==> config.mk <==
export PLATFORM = sky130hd
export DESIGN_NAME = device_tree_blob_token_parser_unit
export DESIGN_NICKNAME = d
export VERILOG_FILES = /design/src/dtbp_pkg.sv /design/src/dtbp_walker.sv /design/src/device_tree_blob_token_parser_unit.sv
export SDC_FILE = /design/constraint.sdc
export NUM_CORES = 1
export LEC_CHECK = 0
export BUFFER_PORTS_ARGS = -buffer_cell sky130_fd_sc_hd__buf_2
export CAP_MARGIN = 20
export CORE_UTILIZATION = 59
export CTS_BUF_LIST = sky130_fd_sc_hd__clkbuf_16
export DETAILED_ROUTE_END_ITERATION = 10
export PLACE_DENSITY_LB_ADDON = 0.25
export SKIP_CTS_REPAIR_TIMING = 1
export SLEW_MARGIN = 20
export SYNTH_ARGS = -nofsm -noshare
export SYNTH_HDL_FRONTEND = slang
export SYNTH_SLANG_ARGS = --single-unit
==> constraint.sdc <==
create_clock -name clk_i -period 15.8 [get_ports clk_i]
set_input_delay 0.79 -clock clk_i [delete_from_list [all_inputs] [get_ports clk_i]]
set_output_delay 0.79 -clock clk_i [all_outputs]
set_load 0.05 [all_outputs]
==> src/dtbp_pkg.sv <==
// shared types and constants for the device tree blob token parser
`default_nettype none

package dtbp_pkg;

  localparam logic [31:0] FDT_MAGIC      = 32'hd00dfeed;
  localparam logic [31:0] HDR_BYTES      = 32'd40;
  localparam logic [31:0] TOKEN_LAST     = 32'd3;
  localparam logic [31:0] PROP_HDR_LAST  = 32'd7;
  localparam logic [31:0] PROP_LEN_LAST  = 32'd3;

  localparam logic [2:0] EV_BEGIN  = 3'd0;
  localparam logic [2:0] EV_PROP   = 3'd1;
  localparam logic [2:0] EV_DONE   = 3'd2;
  localparam logic [2:0] EV_FORMAT = 3'd3;
  localparam logic [2:0] EV_HEADER = 3'd4;

  typedef struct packed {
    logic [7:0] data_byte;
    logic       first;
  } in_item_t;

  typedef struct packed {
    logic [2:0]  event_kind;
    logic [31:0] name_offset;
    logic [31:0] data_offset;
    logic [31:0] data_length;
  } out_item_t;

  typedef struct packed {
    logic      emit;
    out_item_t item;
  } step_res_t;

endpackage

`default_nettype wire

==> src/dtbp_walker.sv <==
// parse state and per-byte header and token walk
`default_nettype none

module dtbp_walker
  import dtbp_pkg::*;
(
  input  logic      clk_i,
  input  logic      rst_ni,
  input  logic      go_i,
  input  in_item_t  item_i,
  output step_res_t res_o
);

  localparam logic [2:0] PH_IDLE     = 3'd0;
  localparam logic [2:0] PH_HEADER   = 3'd1;
  localparam logic [2:0] PH_TOKEN    = 3'd2;
  localparam logic [2:0] PH_NAME     = 3'd3;
  localparam logic [2:0] PH_PROP     = 3'd4;
  localparam logic [2:0] PH_SKIP     = 3'd5;
  localparam logic [2:0] PH_FINISHED = 3'd6;

  localparam logic [31:0] TK_BEGIN_NODE = 32'd1;
  localparam logic [31:0] TK_END_NODE   = 32'd2;
  localparam logic [31:0] TK_PROP       = 32'd3;
  localparam logic [31:0] TK_NOP        = 32'd4;
  localparam logic [31:0] TK_END        = 32'd9;

  logic [2:0]  phase_q, phase_d, phase_c;
  logic [31:0] pos_q, pos_d, pos_c;
  logic [31:0] wa_q, wa_d, wa_c;
  logic [31:0] sstart_q, sstart_d, sstart_c;
  logic [31:0] strs_q, strs_d, strs_c;
  logic [32:0] send_q, send_d, send_c;
  logic [31:0] skip_q, skip_d, skip_c;
  logic [31:0] plen_q, plen_d, plen_c;

  logic        active;
  logic [31:0] nxt;
  logic [31:0] wa_n;
  logic [1:0]  end_lo;
  logic [32:0] gap;
  logic        take_gap;

  // a first byte restarts from cleared state in the same step
  assign phase_c  = item_i.first ? PH_HEADER : phase_q;
  assign pos_c    = item_i.first ? '0 : pos_q;
  assign wa_c     = item_i.first ? '0 : wa_q;
  assign sstart_c = item_i.first ? '0 : sstart_q;
  assign strs_c   = item_i.first ? '0 : strs_q;
  assign send_c   = item_i.first ? '0 : send_q;
  assign skip_c   = item_i.first ? '0 : skip_q;
  assign plen_c   = item_i.first ? '0 : plen_q;

  assign active = (phase_c != PH_IDLE) && (phase_c < PH_FINISHED);
  assign nxt    = pos_c + 32'd1;
  assign wa_n   = {wa_c[23:0], item_i.data_byte};
  assign end_lo = nxt[1:0] + plen_c[1:0];

  always_comb begin
    phase_d  = phase_c;
    pos_d    = pos_c;
    wa_d     = wa_c;
    sstart_d = sstart_c;
    strs_d   = strs_c;
    send_d   = send_c;
    skip_d   = skip_c;
    plen_d   = plen_c;
    gap      = '0;
    take_gap = 1'b0;
    res_o    = '0;
    if (active) begin
      pos_d = nxt;
      wa_d  = wa_n;
      case (phase_c)
        PH_HEADER: begin
          if (pos_c == 32'd3 && wa_n != FDT_MAGIC) begin
            phase_d                = PH_FINISHED;
            res_o.emit             = 1'b1;
            res_o.item.event_kind  = EV_HEADER;
          end else if (pos_c == 32'd11) begin
            sstart_d = wa_n;
          end else if (pos_c == 32'd15) begin
            strs_d = wa_n;
          end else if (pos_c == 32'd39) begin
            if (sstart_c < HDR_BYTES) begin
              phase_d               = PH_FINISHED;
              res_o.emit            = 1'b1;
              res_o.item.event_kind = EV_HEADER;
            end else begin
              send_d   = {1'b0, sstart_c} + {1'b0, wa_n};
              gap      = {1'b0, sstart_c - HDR_BYTES};
              take_gap = 1'b1;
            end
          end
        end
        PH_TOKEN: begin
          if (skip_c == '0 && {1'b0, pos_c} >= send_c) begin
            phase_d               = PH_FINISHED;
            res_o.emit            = 1'b1;
            res_o.item.event_kind = EV_DONE;
          end else if (skip_c < TOKEN_LAST) begin
            skip_d = skip_c + 32'd1;
          end else begin
            skip_d = '0;
            case (wa_n)
              TK_BEGIN_NODE: begin
                phase_d                = PH_NAME;
                res_o.emit             = 1'b1;
                res_o.item.event_kind  = EV_BEGIN;
                res_o.item.name_offset = nxt;
              end
              TK_END_NODE, TK_NOP: ;
              TK_PROP: phase_d = PH_PROP;
              TK_END: begin
                phase_d               = PH_FINISHED;
                res_o.emit            = 1'b1;
                res_o.item.event_kind = EV_DONE;
              end
              default: begin
                phase_d               = PH_FINISHED;
                res_o.emit            = 1'b1;
                res_o.item.event_kind = EV_FORMAT;
              end
            endcase
          end
        end
        PH_NAME: begin
          if (item_i.data_byte == 8'd0) begin
            gap      = {31'd0, 2'd0 - nxt[1:0]};
            take_gap = 1'b1;
          end
        end
        PH_PROP: begin
          if (skip_c == PROP_LEN_LAST) begin
            plen_d = wa_n;
          end
          if (skip_c < PROP_HDR_LAST) begin
            skip_d = skip_c + 32'd1;
          end else begin
            res_o.emit             = 1'b1;
            res_o.item.event_kind  = EV_PROP;
            res_o.item.name_offset = strs_c + wa_n;
            res_o.item.data_offset = nxt;
            res_o.item.data_length = plen_c;
            // value length plus padding up to the next aligned offset
            gap      = {1'b0, plen_c} + {31'd0, 2'd0 - end_lo};
            take_gap = 1'b1;
          end
        end
        PH_SKIP: begin
          if (skip_c <= 32'd1) begin
            phase_d = PH_TOKEN;
            skip_d  = '0;
          end else begin
            skip_d = skip_c - 32'd1;
          end
        end
        default: ;
      endcase
      if (take_gap) begin
        if (gap == '0) begin
          phase_d = PH_TOKEN;
          skip_d  = '0;
        end else begin
          phase_d = PH_SKIP;
          // saturate an oversized skip
          skip_d  = gap[32] ? '1 : gap[31:0];
        end
      end
    end
  end

  always_ff @(posedge clk_i or negedge rst_ni) begin
    if (!rst_ni) begin
      phase_q  <= PH_IDLE;
      pos_q    <= '0;
      wa_q     <= '0;
      sstart_q <= '0;
      strs_q   <= '0;
      send_q   <= '0;
      skip_q   <= '0;
      plen_q   <= '0;
    end else if (go_i) begin
      phase_q  <= phase_d;
      pos_q    <= pos_d;
      wa_q     <= wa_d;
      sstart_q <= sstart_d;
      strs_q   <= strs_d;
      send_q   <= send_d;
      skip_q   <= skip_d;
      plen_q   <= plen_d;
    end
  end

  a_phase_range: assert property (@(posedge clk_i) disable iff (!rst_ni)
    phase_q <= PH_FINISHED)
    else $error("walker phase out of range");

  a_token_count: assert property (@(posedge clk_i) disable iff (!rst_ni)
    phase_q == PH_TOKEN |-> skip_q <= TOKEN_LAST)
    else $error("token byte count out of range");

  a_prop_count: assert property (@(posedge clk_i) disable iff (!rst_ni)
    phase_q == PH_PROP |-> skip_q <= PROP_HDR_LAST)
    else $error("property header byte count out of range");

endmodule

`default_nettype wire

==> src/device_tree_blob_token_parser_unit.sv <==
// top level: input register, blob walker and result register
//
//  channel | valid       | stall       | payload
//  --------+-------------+-------------+------------------------------
//  in      | in_valid_i  | in_stall_o  | in_item_i  (data_byte, first)
//  out     | out_valid_o | out_stall_i | out_item_o (event fields)
//
// one blob byte per cycle sustained while no stalled result holds the input side;
// the walker steps each byte from the input register and its result is offered
// from the result register, where it is held until it transfers
// the rate is set by the registered state update of the walker
// reset is asynchronous active low and clears all parse state to idle
// a stalled result only holds the input side when the next byte has a result
`default_nettype none

module device_tree_blob_token_parser_unit
  import dtbp_pkg::*;
(
  input  logic      clk_i,
  input  logic      rst_ni,
  input  logic      in_valid_i,
  output logic      in_stall_o,
  input  in_item_t  in_item_i,
  output logic      out_valid_o,
  input  logic      out_stall_i,
  output out_item_t out_item_o
);

  in_item_t  in_q;
  logic      iv_q;
  out_item_t out_q;
  logic      ov_q;

  step_res_t res;
  logic      out_free;
  logic      go;
  logic      in_take;

  assign out_free   = !ov_q || !out_stall_i;
  assign go         = iv_q && (!res.emit || out_free);
  assign in_stall_o = iv_q && !go;
  assign in_take    = in_valid_i && !in_stall_o;

  dtbp_walker u_walker (
    .clk_i  (clk_i),
    .rst_ni (rst_ni),
    .go_i   (go),
    .item_i (in_q),
    .res_o  (res)
  );

  always_ff @(posedge clk_i or negedge rst_ni) begin
    if (!rst_ni) begin
      iv_q <= 1'b0;
      ov_q <= 1'b0;
    end else begin
      if (in_take) begin
        iv_q <= 1'b1;
      end else if (go) begin
        iv_q <= 1'b0;
      end
      if (go && res.emit) begin
        ov_q <= 1'b1;
      end else if (!out_stall_i) begin
        ov_q <= 1'b0;
      end
    end
  end

  always_ff @(posedge clk_i) begin
    if (in_take) begin
      in_q <= in_item_i;
    end
    if (go && res.emit) begin
      out_q <= res.item;
    end
  end

  assign out_valid_o = ov_q;
  assign out_item_o  = out_q;

  // input side holds only behind a waiting result transfer
  a_stall_cause: assert property (@(posedge clk_i) disable iff (!rst_ni)
    in_stall_o |-> (iv_q && ov_q && out_stall_i))
    else $error("input stalled without a blocked result");

  a_no_overwrite: assert property (@(posedge clk_i) disable iff (!rst_ni)
    (go && res.emit) |-> out_free)
    else $error("result register overwritten");

  a_out_hold: assert property (@(posedge clk_i) disable iff (!rst_ni)
    (ov_q && out_stall_i) |=> (ov_q && $stable(out_q)))
    else $error("stalled result changed");

endmodule

`default_nettype wire

==> out/qor.yml <==
run_status:
  outcome: "finished clean"
yosys:
  yosysWarningCount: 0
  synth_top_cell_by_area: "dfrtp_1"
  yosys-top-cells-area: "dfrtp_1 (25%), edfxtp_1 (15%), nand2_1 (5.7%)"
  yosysSeqAreaShare_pct: 40.0
  syn_inst: 2510
  yosysTopAreaCellShare_pct: 25.3
  ys_seq_elements: 330
  syn-num-nets: 2616
  syn_area_per_cell_sq_um: 8.76
  synth.distinct_cells: 91
  synthesis.area_sq_um: 22000
  synth_edf_count: 108
  synthFlopType: "dfrtp_1"
  async_reset_ff_share_pct: 67.3
pwr:
  leakagePower_nw: 10.4
  power_density_nw_per_um2: 114
  peakVddDrop_mv: 0.0846
  finalPower_mw: 2.74
timing:
  fin_crit_ns: 6.46
  rsz0062_at_grt: "no"
  finClkSkew_ns: 0.0194
  period_share_pct: 40.9
  finalSetupViolations: 0
  tns_ns: 0
  clock.fmax_mhz: 155
  hold_viol: 0
  drv_slew: 0
  max_slew_margin_pct: 24.1
  worst_slew_pin_slew_ns: 1.14
  hold_ws_ns: 0.266
cts:
  cts_made_buffers: 39
  cts.sinks: 330
  htreeDepth: 2
  insertion_delay_ns: 0.57
  clock_path_buffers: 3
  root_buffer: "clkbuf_16"
  cts_tree: "yes"
  clk_pin_slew_ns: 0.06
final_layout:
  drive_above_1_share_pct: 9.88
  stdcell_count: 3029
  final_nets: 2637
  synthToLayoutAreaGrowth_pct: 9.33
  fillCellCount: 3089
setup_path:
  startpoint_type: "register"
  critPathCaptureType: "output port"
  arrival_ns: 5.67
  worstSetupPathType: "reg -> out"
  required_ns: 15.01
  cp_max_fo: 164
routing:
  first_pass_iters: 8
  route.detailed.wl_per_inst_um: 24.6
  drt-total-wl_mm: 74.5
  vias_per_cell: 6.84
  drc: 0
  wl_met2_mm: 32.8
  top_layer: "met5"
  drt-initial-drc-count: 2831
  route.vias.total: 20700
  route.met3.wl_mm: 7.88
  met1Wirelength_mm: 31.1
  ant_nets: 0
global_route:
  antenna_found_initial: 2
  grt_pass1_vias: 18900
  grt_pass1_wl_mm: 113
  grt_use_total_pct: 38.7
  overflow: 0
  grt_max_degree: 165
placed_design:
  dp_cells: 2957
  dp_hpwl_mm: 53.2
  port_buffers: 113
  place.gp.congestion: 1.03
floorplanning:
  pin_count: 114
  die_x_um: 195
  initial_core_util_pct: 60.1
  fp.coreArea_sq_um: 36600
  die_area_sq_um: 38000
  die_h_um: 195
  rows: 70
flow_run:
  maxCapViolCount: 0
min_path:
  hold_path.class: "in -> async"
==> metal layers <==
layer	vias to the layer above	GRT usage (%)
met5	-	0
li1	9248	-
met2	1266	58.4
met1	10000	56.3
met4	2	14.5
met3	191	5.96
==> synth_stat cells (14+ instances only) <==
cell type,n
inv_1,68
a31oi_1,30
nor4_1,38
a22o_1,65
a21oi_1,121
a211oi_1,17
o31ai_1,18
o21ai_0,202
dfrtp_1,222
a22oi_1,14
and2_1,19
nor2b_1,105
xnor2_1,84
xor2_1,51
clkbuf_1,96
edfxtp_1,108
o22ai_1,39
nand2b_1,14
or3_1,20
nand2_1,333
nor2_1,173
nand3_1,69
a21o_1,25
nor3_1,65
or4_1,19
nand4_1,31
buf_2,44
and3_1,46
ha_1,91
buf_1,14
o211ai_1,20
==> cell families (layout without fill, tap and decap cells) <==
kind of cell | count (synthesis) | in the layout | share of synthesized area (%)
AO/OA/AOI/OAI | 699 | 699 | 21.0
flip-flops | 330 | 330 | 40.0
multiplexers | 11 | 11 | 0.535
AND/OR/NAND/NOR | 1001 | 1001 | 22.9
other | 0 | 1 | 0
buffers and inverters | 234 | 284 | 4.54
XOR/XNOR | 135 | 135 | 5.38
adder cells (fa/ha/maj) | 100 | 100 | 5.68
==> critical path: stages (launching register included) <==
cell and delay, ns:
edfxtp_1 0.41, buf_12 0.56, buf_4 0.65, nor2b_1 0.25, ha_1 0.37, a21oi_1 0.14, o21ai_0 0.09, a221o_1 0.31
o311ai_0 0.46, a31oi_1 0.41, o21ai_2 0.34, inv_1 0.08, or4_1 0.57, nand4_1 0.15, inv_1 0.04, buf_2 0.20
==> cells in the final DEF (no fill, tap or decap), types with 14 or more instances in the layout <==
master,count
edfxtp_1,108
buf_4,30
xor2_1,51
nand3_1,69
ha_1,91
o211ai_1,20
and2_1,19
a21oi_1,120
or4_1,19
o31ai_1,18
and3_1,46
nand2b_1,14
xnor2_1,84
dfrtp_1,222
nor3_1,63
nor2b_1,105
nand2_1,332
o21ai_0,202
o22ai_1,39
a21o_1,25
a211oi_1,17
clkbuf_16,42
buf_2,112
nand4_1,31
a31oi_1,30
a22oi_1,14
or3_1,20
nor4_1,38
a22o_1,65
nor2_1,172
inv_1,78
==> cell type report <==
class | count | area [sq um] | share of cell area, %
diodes | 1 | 2.50 | 0.0104
multi-input cells | 1946 | 12300 | 51.0
repair buffers | 145 | 848 | 3.53
clock inverters | 28 | 226 | 0.942
inverters | 69 | 260 | 1.08
flip-flops and latches | 330 | 8800 | 36.6
clock buffers | 42 | 1050 | 4.37
well taps | 468 | 586 | 2.44
==> final timing paths <==
check | start | end | slack, ns | cells past startpoint
setup reg to reg | in_q[0] | u_walker.pos_q[13] | 9.44 | 15
setup / recovery | in_q[0] | in_stall_o | 9.34 | 15
min in group clk_i | in_item_i[3] | in_q[3] | 0.39 | 1
hold reg to reg | u_walker.strs_q[21] | u_walker.strs_q[21] | 0.47 | 2
hold / removal | rst_ni | u_walker.skip_q[4] | 0.27 | 1
max in group asynchronous | rst_ni | u_walker.strs_q[20] | 14.04 | 2
==> registers in the layout, indices dropped and copies added (netlist names), 24 cells and up <==
signal and flops:
u_walker.skip_q 32, u_walker.plen_q 32, u_walker.pos_q 32, u_walker.send_q 33, u_walker.strs_q 32, u_walker.sstart_q 32, u_walker.wa_q 24, out_item_o 99
==> power breakdown <==
part | leakage [nW] | switching, mW | internal (mW)
Clock | 0.668 | 0.381 | 0.543
Combinational | 5.61 | 0.538 | 0.208
Sequential | 4.12 | 0.108 | 0.961
Total | 10.4 | 1.03 | 1.71
==> metrics by stage <==
stage / utilization, % / setup slack, ns / cell area [sq um]
global placement: 62.0 / 9.25 / 22700
CTS: 65.6 / 9.03 / 24000
detailed placement: 62.1 / 9.05 / 22700
global route: 65.6 / 9.00 / 24000
finish: 65.7 / 9.34 / 24000
floorplan: - / 5.54 / 22000
No activity file was read; power rests on OpenSTA's default activity.
